--- src/sv/i2cm_pkg.sv ---
// ----------------------------------------------------------------------------
// i2cm_pkg
// shared types, codes and the command script table of the i2c master
// ----------------------------------------------------------------------------
package i2cm_pkg;

    // command codes carried by the kind field
    localparam logic [3:0] KIND_NONE      = 4'd0;
    localparam logic [3:0] KIND_START     = 4'd1;
    localparam logic [3:0] KIND_STOP      = 4'd2;
    localparam logic [3:0] KIND_WRITE     = 4'd3;
    localparam logic [3:0] KIND_READ_ACK  = 4'd4;
    localparam logic [3:0] KIND_READ_NAK  = 4'd5;
    localparam logic [3:0] KIND_REG_WRITE = 4'd6;
    localparam logic [3:0] KIND_REG_READ  = 4'd7;
    localparam logic [3:0] KIND_PROBE     = 4'd8;

    localparam logic [15:0] HALF_PERIOD_RESET = 16'd5;
    localparam logic [7:0]  BIT_MSB           = 8'h80;
    localparam logic [7:0]  BIT_RW_READ       = 8'h01;

    typedef enum logic [3:0] {
        EL_END      = 4'd0,
        EL_START    = 4'd1,
        EL_STOP     = 4'd2,
        EL_WADDR    = 4'd3,
        EL_WADDR_RD = 4'd4,
        EL_WREG     = 4'd5,
        EL_WDATA    = 4'd6,
        EL_RACK     = 4'd7,
        EL_RNAK     = 4'd8
    } t_elem;

    typedef enum logic [3:0] {
        PH_IDLE    = 4'd0,
        PH_START0  = 4'd1,
        PH_START1  = 4'd2,
        PH_START2  = 4'd3,
        PH_START3  = 4'd4,
        PH_STOP0   = 4'd5,
        PH_STOP1   = 4'd6,
        PH_STOP2   = 4'd7,
        PH_BITLOW  = 4'd8,
        PH_BITHIGH = 4'd9
    } t_phase;

    typedef struct packed {
        logic [3:0] kind;
        logic [6:0] device_address;
        logic [7:0] register_address;
        logic [7:0] write_data;
        logic       sda_in;
    } t_in_item;

    typedef struct packed {
        logic       scl_out;
        logic       sda_out;
        logic       busy_res;
        logic       done_res;
        logic       ack_ok;
        logic [7:0] read_data;
    } t_out_item;

    typedef struct packed {
        logic [3:0] kind;
        logic [6:0] dev;
        logic [7:0] reg_addr;
        logic [7:0] data;
    } t_cmd;

    // controller state other than the phase timer
    typedef struct packed {
        t_phase     phase;
        logic [3:0] bit_count;
        logic [7:0] shift_byte;
        logic [2:0] byte_step;
        logic       ack_flag;
        logic [7:0] received_byte;
        t_cmd       cmd;
        logic       scl_level;
        logic       sda_level;
    } t_state;

    // bus element at a given step of a command's script
    function automatic t_elem script_elem(input logic [3:0] kind, input logic [2:0] step);
        t_elem el;
        el = EL_END;
        unique case (kind)
            KIND_START:     if (step == 3'd0) el = EL_START;
            KIND_STOP:      if (step == 3'd0) el = EL_STOP;
            KIND_WRITE:     if (step == 3'd0) el = EL_WDATA;
            KIND_READ_ACK:  if (step == 3'd0) el = EL_RACK;
            KIND_READ_NAK:  if (step == 3'd0) el = EL_RNAK;
            KIND_REG_WRITE: begin
                unique case (step)
                    3'd0:    el = EL_START;
                    3'd1:    el = EL_WADDR;
                    3'd2:    el = EL_WREG;
                    3'd3:    el = EL_WDATA;
                    3'd4:    el = EL_STOP;
                    default: el = EL_END;
                endcase
            end
            KIND_REG_READ: begin
                unique case (step)
                    3'd0:    el = EL_START;
                    3'd1:    el = EL_WADDR;
                    3'd2:    el = EL_WREG;
                    3'd3:    el = EL_START;
                    3'd4:    el = EL_WADDR_RD;
                    3'd5:    el = EL_RNAK;
                    3'd6:    el = EL_STOP;
                    default: el = EL_END;
                endcase
            end
            KIND_PROBE: begin
                unique case (step)
                    3'd0:    el = EL_START;
                    3'd1:    el = EL_WADDR;
                    3'd2:    el = EL_STOP;
                    default: el = EL_END;
                endcase
            end
            default: el = EL_END;
        endcase
        return el;
    endfunction

    function automatic logic elem_reads(input t_elem el);
        return (el == EL_RACK) || (el == EL_RNAK);
    endfunction

endpackage

--- src/sv/i2cm_step.sv ---
// ----------------------------------------------------------------------------
// i2cm_step
// next-state logic of the i2c master for one tick
// ----------------------------------------------------------------------------
module i2cm_step #(
    parameter int TIMER_WIDTH = 16
) (
    input  i2cm_pkg::t_state   i_state,
    input  logic [TIMER_WIDTH-1:0] i_timer,
    input  i2cm_pkg::t_in_item i_item,
    input  logic [15:0]        i_half,
    output i2cm_pkg::t_state   o_state,
    output logic [TIMER_WIDTH-1:0] o_timer,
    output logic               o_done
);

    localparam logic [32:0] TIMER_MASK = (33'd1 << TIMER_WIDTH) - 33'd1;

    logic [15:0]            w_half_m1;
    logic [32:0]            w_half_ext;
    logic [TIMER_WIDTH-1:0] w_load;

    // zero half period is treated like a half period of one, saturate into a narrow timer
    always_comb begin
        w_half_m1  = (i_half == 16'd0) ? 16'd0 : (i_half - 16'd1);
        w_half_ext = {17'd0, w_half_m1};
        w_load     = (w_half_ext > TIMER_MASK) ? TIMER_MASK[TIMER_WIDTH-1:0]
                                               : w_half_ext[TIMER_WIDTH-1:0];
    end

    always_comb begin
        i2cm_pkg::t_state s;
        i2cm_pkg::t_elem  el_cur;
        i2cm_pkg::t_elem  el_new;
        i2cm_pkg::t_phase ph_target;
        logic             enter_el;
        logic             enter_ph;

        s         = i_state;
        o_timer   = i_timer;
        o_done    = 1'b0;
        enter_el  = 1'b0;
        enter_ph  = 1'b0;
        ph_target = i2cm_pkg::PH_IDLE;
        el_cur    = i2cm_pkg::script_elem(i_state.cmd.kind, i_state.byte_step);

        if (i_state.phase == i2cm_pkg::PH_IDLE) begin
            if (i_item.kind >= i2cm_pkg::KIND_START && i_item.kind <= i2cm_pkg::KIND_PROBE) begin
                s.cmd.kind     = i_item.kind;
                s.cmd.dev      = i_item.device_address;
                s.cmd.reg_addr = i_item.register_address;
                s.cmd.data     = i_item.write_data;
                s.ack_flag     = 1'b1;
                s.byte_step    = 3'd0;
                enter_el       = 1'b1;
            end
        end else if (i_timer != '0) begin
            o_timer = i_timer - TIMER_WIDTH'(1);
        end else begin
            unique case (i_state.phase)
                i2cm_pkg::PH_START3, i2cm_pkg::PH_STOP2: begin
                    s.byte_step = i_state.byte_step + 3'd1;
                    enter_el    = 1'b1;
                end
                i2cm_pkg::PH_BITLOW: begin
                    enter_ph  = 1'b1;
                    ph_target = i2cm_pkg::PH_BITHIGH;
                end
                i2cm_pkg::PH_BITHIGH: begin
                    if (i_state.bit_count < 4'd8) begin
                        if (i2cm_pkg::elem_reads(el_cur)) begin
                            s.shift_byte = {i_state.shift_byte[6:0], i_item.sda_in};
                        end
                    end else if (!i2cm_pkg::elem_reads(el_cur)) begin
                        s.ack_flag = i_state.ack_flag & ~i_item.sda_in;
                    end
                    s.bit_count = i_state.bit_count + 4'd1;
                    if (s.bit_count < 4'd9) begin
                        enter_ph  = 1'b1;
                        ph_target = i2cm_pkg::PH_BITLOW;
                    end else begin
                        s.scl_level = 1'b0;
                        if (i2cm_pkg::elem_reads(el_cur)) begin
                            s.received_byte = s.shift_byte;
                        end
                        s.byte_step = i_state.byte_step + 3'd1;
                        enter_el    = 1'b1;
                    end
                end
                i2cm_pkg::PH_START0: begin enter_ph = 1'b1; ph_target = i2cm_pkg::PH_START1; end
                i2cm_pkg::PH_START1: begin enter_ph = 1'b1; ph_target = i2cm_pkg::PH_START2; end
                i2cm_pkg::PH_START2: begin enter_ph = 1'b1; ph_target = i2cm_pkg::PH_START3; end
                i2cm_pkg::PH_STOP0:  begin enter_ph = 1'b1; ph_target = i2cm_pkg::PH_STOP1;  end
                i2cm_pkg::PH_STOP1:  begin enter_ph = 1'b1; ph_target = i2cm_pkg::PH_STOP2;  end
                default: begin enter_ph = 1'b1; ph_target = i2cm_pkg::PH_IDLE; end
            endcase
        end

        // start the next bus element of the script
        el_new = i2cm_pkg::script_elem(s.cmd.kind, s.byte_step);
        if (enter_el) begin
            unique case (el_new)
                i2cm_pkg::EL_START: begin enter_ph = 1'b1; ph_target = i2cm_pkg::PH_START0; end
                i2cm_pkg::EL_STOP:  begin enter_ph = 1'b1; ph_target = i2cm_pkg::PH_STOP0;  end
                i2cm_pkg::EL_END: begin
                    s.phase = i2cm_pkg::PH_IDLE;
                    o_timer = '0;
                    o_done  = 1'b1;
                end
                default: begin
                    s.bit_count = 4'd0;
                    unique case (el_new)
                        i2cm_pkg::EL_WADDR:    s.shift_byte = {s.cmd.dev, 1'b0};
                        i2cm_pkg::EL_WADDR_RD: s.shift_byte = {s.cmd.dev, 1'b0}
                                                              | i2cm_pkg::BIT_RW_READ;
                        i2cm_pkg::EL_WREG:     s.shift_byte = s.cmd.reg_addr;
                        i2cm_pkg::EL_WDATA:    s.shift_byte = s.cmd.data;
                        default:               s.shift_byte = 8'd0;
                    endcase
                    enter_ph  = 1'b1;
                    ph_target = i2cm_pkg::PH_BITLOW;
                end
            endcase
        end

        // drive the line levels of the phase being entered
        if (enter_ph) begin
            s.phase = ph_target;
            unique case (ph_target)
                i2cm_pkg::PH_START0: s.sda_level = 1'b1;
                i2cm_pkg::PH_START1: s.scl_level = 1'b1;
                i2cm_pkg::PH_START2: s.sda_level = 1'b0;
                i2cm_pkg::PH_START3: s.scl_level = 1'b0;
                i2cm_pkg::PH_STOP0: begin
                    s.scl_level = 1'b0;
                    s.sda_level = 1'b0;
                end
                i2cm_pkg::PH_STOP1:  s.scl_level = 1'b1;
                i2cm_pkg::PH_STOP2:  s.sda_level = 1'b1;
                i2cm_pkg::PH_BITLOW: begin
                    s.scl_level = 1'b0;
                    if (s.bit_count < 4'd8) begin
                        s.sda_level = i2cm_pkg::elem_reads(el_new) ? 1'b1
                            : ((s.shift_byte & (i2cm_pkg::BIT_MSB >> s.bit_count[2:0])) != 8'd0);
                    end else begin
                        s.sda_level = (el_new == i2cm_pkg::EL_RACK) ? 1'b0 : 1'b1;
                    end
                end
                default: s.scl_level = 1'b1;
            endcase
            o_timer = w_load;
        end

        o_state = s;
    end

endmodule

--- src/sv/i2c_master_transactions.sv ---
// ----------------------------------------------------------------------------
// i2c_master_transactions
// tick-driven i2c bus master with scripted register and probe commands
// ----------------------------------------------------------------------------
// Each input transaction is one tick of the bus timing base and may carry a
// command (start, stop, write byte, read with ack or nak, register write,
// register read with repeated start, address probe). Every accepted input
// transaction yields exactly one output transaction with the scl/sda drive
// levels (1 = released), busy, a one-tick done pulse, the acknowledge summary
// and the last read byte. Commands arriving while busy are ignored. Rate: one
// transaction per clock while i_out_ready holds; each result passes the input
// register, the combinational step logic and the output register, and a stall
// on the output holds it. half_period_ticks is written through i_cfg_we /
// i_cfg_data and must only change while no command is running.
module i2c_master_transactions #(
    parameter int TIMER_WIDTH = 16
) (
    input  logic                  i_clk,
    input  logic                  i_rst_n,
    // input transactions
    input  logic                  i_in_valid,
    output logic                  o_in_ready,
    input  i2cm_pkg::t_in_item    i_in_item,
    // output transactions
    output logic                  o_out_valid,
    input  logic                  i_out_ready,
    output i2cm_pkg::t_out_item   o_out_item,
    // configuration write
    input  logic                  i_cfg_we,
    input  logic [15:0]           i_cfg_data
);

    // input register
    logic               r_in_valid;
    i2cm_pkg::t_in_item r_in_item;

    // controller state
    i2cm_pkg::t_state       r_state, n_state;
    logic [TIMER_WIDTH-1:0] r_timer, n_timer;
    logic                   w_done;

    // configuration
    logic [15:0] r_half;

    // output register
    logic                r_out_valid;
    i2cm_pkg::t_out_item r_out_item, n_out_item;

    // one tick moves when an input is held and the output slot is free or being drained
    logic w_advance;

    assign w_advance   = r_in_valid && (!r_out_valid || i_out_ready);
    assign o_in_ready  = !r_in_valid || w_advance;
    assign o_out_valid = r_out_valid;
    assign o_out_item  = r_out_item;

    // input stage
    always_ff @(posedge i_clk) begin
        if (!i_rst_n) begin
            r_in_valid <= 1'b0;
        end else if (o_in_ready) begin
            r_in_valid <= i_in_valid;
        end
    end

    always_ff @(posedge i_clk) begin
        if (i_in_valid && o_in_ready) begin
            r_in_item <= i_in_item;
        end
    end

    // configuration register
    always_ff @(posedge i_clk) begin
        if (!i_rst_n) begin
            r_half <= i2cm_pkg::HALF_PERIOD_RESET;
        end else if (i_cfg_we) begin
            r_half <= i_cfg_data;
        end
    end

    // tick logic
    i2cm_step #(
        .TIMER_WIDTH (TIMER_WIDTH)
    ) u_step (
        .i_state (r_state),
        .i_timer (r_timer),
        .i_item  (r_in_item),
        .i_half  (r_half),
        .o_state (n_state),
        .o_timer (n_timer),
        .o_done  (w_done)
    );

    // state updates only when a tick's result goes to the output register
    always_ff @(posedge i_clk) begin
        if (!i_rst_n) begin
            r_state.phase         <= i2cm_pkg::PH_IDLE;
            r_state.bit_count     <= 4'd0;
            r_state.shift_byte    <= 8'd0;
            r_state.byte_step     <= 3'd0;
            r_state.ack_flag      <= 1'b0;
            r_state.received_byte <= 8'd0;
            r_state.cmd           <= '0;
            r_state.scl_level     <= 1'b1;
            r_state.sda_level     <= 1'b1;
            r_timer               <= '0;
        end else if (w_advance) begin
            r_state <= n_state;
            r_timer <= n_timer;
        end
    end

    // result of this tick
    always_comb begin
        n_out_item.scl_out   = n_state.scl_level;
        n_out_item.sda_out   = n_state.sda_level;
        n_out_item.busy_res  = (n_state.phase != i2cm_pkg::PH_IDLE);
        n_out_item.done_res  = w_done;
        n_out_item.ack_ok    = n_state.ack_flag;
        n_out_item.read_data = n_state.received_byte;
    end

    // output stage
    always_ff @(posedge i_clk) begin
        if (!i_rst_n) begin
            r_out_valid <= 1'b0;
        end else if (w_advance) begin
            r_out_valid <= 1'b1;
        end else if (i_out_ready) begin
            r_out_valid <= 1'b0;
        end
    end

    always_ff @(posedge i_clk) begin
        if (w_advance) begin
            r_out_item <= n_out_item;
        end
    end

`ifndef SYNTHESIS
    // a completing command leaves the block idle
    a_done_idle: assert property (@(posedge i_clk) disable iff (!i_rst_n)
        r_out_valid && r_out_item.done_res |-> !r_out_item.busy_res)
        else $error("done reported while still busy");

    // the phase timer is cleared whenever the block is idle
    a_idle_timer: assert property (@(posedge i_clk) disable iff (!i_rst_n)
        r_state.phase == i2cm_pkg::PH_IDLE |-> r_timer == '0)
        else $error("timer running while idle");

    // state only moves with a tick that produces a result
    a_state_hold: assert property (@(posedge i_clk) disable iff (!i_rst_n)
        !w_advance |=> $stable(r_state) && $stable(r_timer))
        else $error("state changed without a tick");

    // bit phases count at most eight data bits and the ack bit
    a_bit_range: assert property (@(posedge i_clk) disable iff (!i_rst_n)
        (r_state.phase == i2cm_pkg::PH_BITLOW || r_state.phase == i2cm_pkg::PH_BITHIGH)
        |-> r_state.bit_count <= 4'd8)
        else $error("bit counter out of range");
`endif

endmodule
--- config.mk ---
export PLATFORM = sky130hd
export DESIGN_NAME = i2c_master_transactions
export DESIGN_NICKNAME = d
export VERILOG_FILES = /design/src/sv/i2cm_pkg.sv /design/src/sv/i2cm_step.sv /design/src/sv/i2c_master_transactions.sv
export SDC_FILE = /design/constraint.sdc
export NUM_CORES = 1
export LEC_CHECK = 0
export BUFFER_PORTS_ARGS = -buffer_cell sky130_fd_sc_hd__buf_2
export CORE_MARGIN = 2
export CORE_UTILIZATION = 30
export CTS_BUF_LIST = sky130_fd_sc_hd__clkbuf_8 sky130_fd_sc_hd__clkbuf_16
export CTS_CLUSTER_DIAMETER = 80
export DETAILED_ROUTE_END_ITERATION = 12
export GPL_TIMING_DRIVEN = 0
export PLACE_DENSITY_LB_ADDON = 0.15
export SETUP_SLACK_MARGIN = 0.2
export SKIP_LAST_GASP = 1
export SYNTH_ARGS = -nofsm -noshare
export SYNTH_HDL_FRONTEND = slang
export SYNTH_SLANG_ARGS = --single-unit
--- constraint.sdc ---
create_clock -name i_clk -period 4.82 [get_ports i_clk]
set_clock_uncertainty 0.15 [all_clocks]
set_input_delay 0.241 -clock i_clk [delete_from_list [all_inputs] [get_ports i_clk]]
set_output_delay 0.241 -clock i_clk [all_outputs]
set_load 0.02 [all_outputs]
==> metrics.json <==
{
  "status": {"value": "finished, final reports clean"},
  "core_area": {"value": 25300, "unit": "um2"},
  "utilization": {"value": 38.9, "unit": "%"},
  "synth-edff-count": {"value": 41},
  "post_synth_arst_share": {"value": 0, "unit": "%"},
  "design.final.nets": {"value": 1100},
  "vdd.ir_drop.worst": {"value": 175, "unit": "uV"},
  "grt_overflow_total": {"value": 0},
  "unrepaired_setup_endpoints_after_global_routing": {"value": "true"},
  "dieWidth": {"value": 165, "unit": "um"},
  "initial_antenna_violation_count": {"value": 1},
  "worstMarginPinSlew": {"value": 1010, "unit": "ps"},
  "cp_data_required_time": {"value": 4830, "unit": "ps"},
  "antenna_cells_inserted": {"value": 0},
  "wire_length_of_the_first_global_routing_pass": {"value": 37.8, "unit": "mm"},
  "largest_net_degree_at_the_start_of_global_routing": {"value": 29},
  "critPathKind": {"value": "reg2reg"},
  "ys_ff_latch": {"value": 132},
  "clock-sinks": {"value": 132},
  "portBuffers": {"value": 61},
  "route.detailed.wl_per_inst": {"value": 17.5, "unit": "um"},
  "ff2ff_setup_slack": {"value": 270, "unit": "ps"},
  "crit-reg2reg-launch": {"value": "r_timer[0]$_SDFFE_PN0P_"},
  "final.min_clock_period": {"value": 4550, "unit": "ps"},
  "post_route_standard_cell_area_excluding_fillers": {"value": 9850, "unit": "um2"},
  "globalRouteTotalUtil": {"value": 18.1, "unit": "%"},
  "arrival": {"value": 4560, "unit": "ps"},
  "setup_total_negative_slack": {"value": 0, "unit": "ps"},
  "place_worst_setup_slack": {"value": -417, "unit": "ps"},
  "core.rowCount": {"value": 58},
  "area_growth": {"value": 26.9, "unit": "%"},
  "cp-endpoint": {"value": "o_out_item[11]$_DFFE_PP_"},
  "dr_total_vias": {"value": 7219},
  "drtAntennaViolNets": {"value": 0},
  "floorplan.die.height": {"value": 165, "unit": "um"},
  "tritoncts.num_buffers": {"value": 17},
  "synth-main-ff-cell": {"value": "sky130_fd_sc_hd__dfxtp_1"},
  "final_hold_viol_count": {"value": 0},
  "min-delay-start": {"value": "i_out_ready"},
  "netlist-cell-type-count": {"value": 83},
  "max_cap_viol_count": {"value": 0},
  "setup.worst_path.start": {"value": "r_timer[0]$_SDFFE_PN0P_"},
  "final_min_period_over_clock_period": {"value": 94.4, "unit": "%"},
  "post_dp_cell_area": {"value": 8480, "unit": "um2"},
  "clkSlewWorstSetupHoldPaths": {"value": 60, "unit": "ps"},
  "postLayoutSetupSlackWorst": {"value": 270, "unit": "ps"},
  "cp_max_fanout": {"value": 10},
  "cts_max_path_buffers": {"value": 2},
  "hold_class": {"value": "in2reg"},
  "starting_density": {"value": 30.7, "unit": "%"},
  "mapped_nets": {"value": 962},
  "cellPowerDensity": {"value": 355, "unit": "nW/um2"},
  "timing.slew.headroom": {"value": 32.8, "unit": "%"},
  "cts_tree": {"value": "built"},
  "synth_area": {"value": 7760, "unit": "um2"},
  "rr_endpoint": {"value": "o_out_item[11]$_DFFE_PP_"},
  "max_clock_freq": {"value": 0.220, "unit": "GHz"},
  "gpl.final_weighted_congestion": {"value": 0.915},
  "cts_root_buffer": {"value": "sky130_fd_sc_hd__clkbuf_16"},
  "die_outline_area": {"value": 27200, "unit": "um2"},
  "num_io_pins": {"value": 64},
  "finalMaxSlewViolations": {"value": 0},
  "worst_r2r_path_depth": {"value": 14},
  "via_count_of_the_first_global_routing_pass": {"value": 6821},
  "clock_latency": {"value": 420, "unit": "ps"},
  "setup_viol": {"value": 0},
  "drt-pass1-iter-count": {"value": 5},
  "netlist_instances": {"value": 905},
  "wl": {"value": 24.3, "unit": "mm"},
  "drive_gt1_share": {"value": 15.0, "unit": "%"},
  "cp-end-kind": {"value": "flip-flop"},
  "dr.first_iter.drc_count": {"value": 515},
  "synthesis.area_per_instance": {"value": 8.58, "unit": "um2"},
  "vias_per_cell": {"value": 5.21},
  "htree_levels": {"value": 4},
  "dp.final_hpwl": {"value": 17.2, "unit": "mm"},
  "worst_setup_path_start_kind": {"value": "flip-flop"},
  "synth_warnings": {"value": 0},
  "seq_total_area_yosys": {"value": 39.3, "unit": "%"},
  "number_of_remaining_drc_errors": {"value": 0},
  "power_leakage": {"value": 3.57, "unit": "nW"}
}
-- synth_stat cells, drive strengths merged, types with 6 or more instances --
library cell	n	area (um2)
a211oi	6	50.1
a21boi	35	263
a21o	6	45.0
a21oi	28	151
a22oi	14	105
a31oi	12	75.1
a32o	11	110
and2	9	56.3
buf	12	68.8
clkbuf	47	176
dfxtp	91	1820
edfxtp	41	1230
ha	8	100
inv	13	48.8
mux2i	52	537
nand2	157	597
nand2b	10	62.6
nand3	39	195
nand4	6	37.5
nor2	50	190
nor2b	28	175
nor3	28	173
nor4	10	68.8
o211a	7	70.1
o211ai	7	57.6
o21ai	59	299
o22a	8	70.1
o22ai	7	43.8
o31ai	6	63.8
or3	10	62.6
xnor2	11	96.3
xor2	6	52.6
-- report_power, final --
part	internal [mW]	switching [mW]
registers	1.21	0.0413
logic	0.309	0.505
clock network	0.926	0.509
total	2.44	1.05
-- cells by family after synthesis --
family          count (synthesis)  synth area share (%)
fa+ha+maj                       8                  1.29
xor+xnor                       17                  1.92
mux                            56                  7.49
buf+inv                        72                  3.79
simple gates                  378                  23.9
flops                         132                  39.3
compound gates                242                  22.3
-- cell usage in the layout, fill, tap and decap left out, drive strengths merged, types with 7 or more instances in the layout --
cell         netlist  routed
nor3              28      28
dlygate4sd3        0      45
a32o              11      11
nand3             39      39
clkbuf            47      72
o211a              7       7
xnor2             11      11
nor4              10      10
ha                 8       8
o22ai              7       7
o22a               8       8
o21ai             59      59
edfxtp            41      41
a21boi            35      35
a22oi             14      14
nor2b             28      28
nand2            157     157
a21oi             28      28
and2               9       9
a31oi             12      12
o211ai             7       7
or3               10      10
buf               12      83
nor2              50      50
dfxtp             91      91
inv               13      17
mux2i             52      53
nand2b            10      10
-- worst min path at each step --
| stage | to | slack [ps] | depth (start not counted) |
|---|---|---|---|
| floorplan | r_in_item[0]$_DFFE_PP_ | 190 | 0 |
| global placement | r_in_item[11]$_DFFE_PP_ | 270 | 1 |
| detailed placement | r_in_item[10]$_DFFE_PP_ | 270 | 1 |
| CTS | o_out_valid$_SDFFE_PN0P_ | 3 | 3 |
| global route | o_out_valid$_SDFFE_PN0P_ | 40 | 3 |
| finish | o_out_valid$_SDFFE_PN0P_ | 20 | 3 |
-- through the flow --
stage          total power [mW]  cells  hold WS, ps
3_5_place_dp               1.99   1296          269
2_1_floorplan              1.76    905          190
5_1_grt                    3.64   1386         39.2
3_3_place_gp               1.99   1296          267
4_1_cts                    3.46   1374         2.71
6_report                   3.50   1386         15.0
-- final cells by class --
cell class / count / area [um2]
plain buffers: 59 / 264
clock buffers: 23 / 531
clock inverters: 9 / 120
fillers: 2543 / 15500
inverters: 13 / 48.8
multi-input cells: 702 / 4560
flip-flops and latches: 132 / 3050
well taps: 330 / 413
repair buffers: 118 / 858
-- timing repair --
action,in CTS,in global routing
pin swaps,1,5
setup buffers,1,11
gates resized for setup,11,19
hold endpoints to repair,45,0
gates cloned,0,1
hold buffers,45,0
setup endpoints to repair,35,33
-- registers in the layout, indices dropped and copies added, names as in the netlist --
name / flops
r_timer: 16
o_out_item: 13
r_in_item: 28
r_state: 57
r_half: 16
r_in_valid: 1
o_out_valid: 1
-- layer usage --
layer  wire (um)  vias up  global-route usage, %
met5           0        -                      0
met1       11700     3422                   25.0
met2       11200      181                   28.9
met3        1040       22                   2.71
met4         359        0                   5.81
li1            -     3594                      -
-- worst max-delay path: stages, from the launching register on --
cell	delay, ps
sky130_fd_sc_hd__dfxtp_1	350
sky130_fd_sc_hd__inv_1	70
sky130_fd_sc_hd__ha_1	200
sky130_fd_sc_hd__or4b_2	660
sky130_fd_sc_hd__nor2_1	260
sky130_fd_sc_hd__nand3_4	190
sky130_fd_sc_hd__a21oi_4	230
sky130_fd_sc_hd__mux2_2	450
sky130_fd_sc_hd__or3b_1	480
sky130_fd_sc_hd__a2bb2oi_4	220
sky130_fd_sc_hd__nand2_4	140
sky130_fd_sc_hd__mux2_2	360
sky130_fd_sc_hd__a31o_1	240
sky130_fd_sc_hd__o211ai_2	190
sky130_fd_sc_hd__nand2_1	100
No activity file was read; power rests on OpenSTA's default activity.
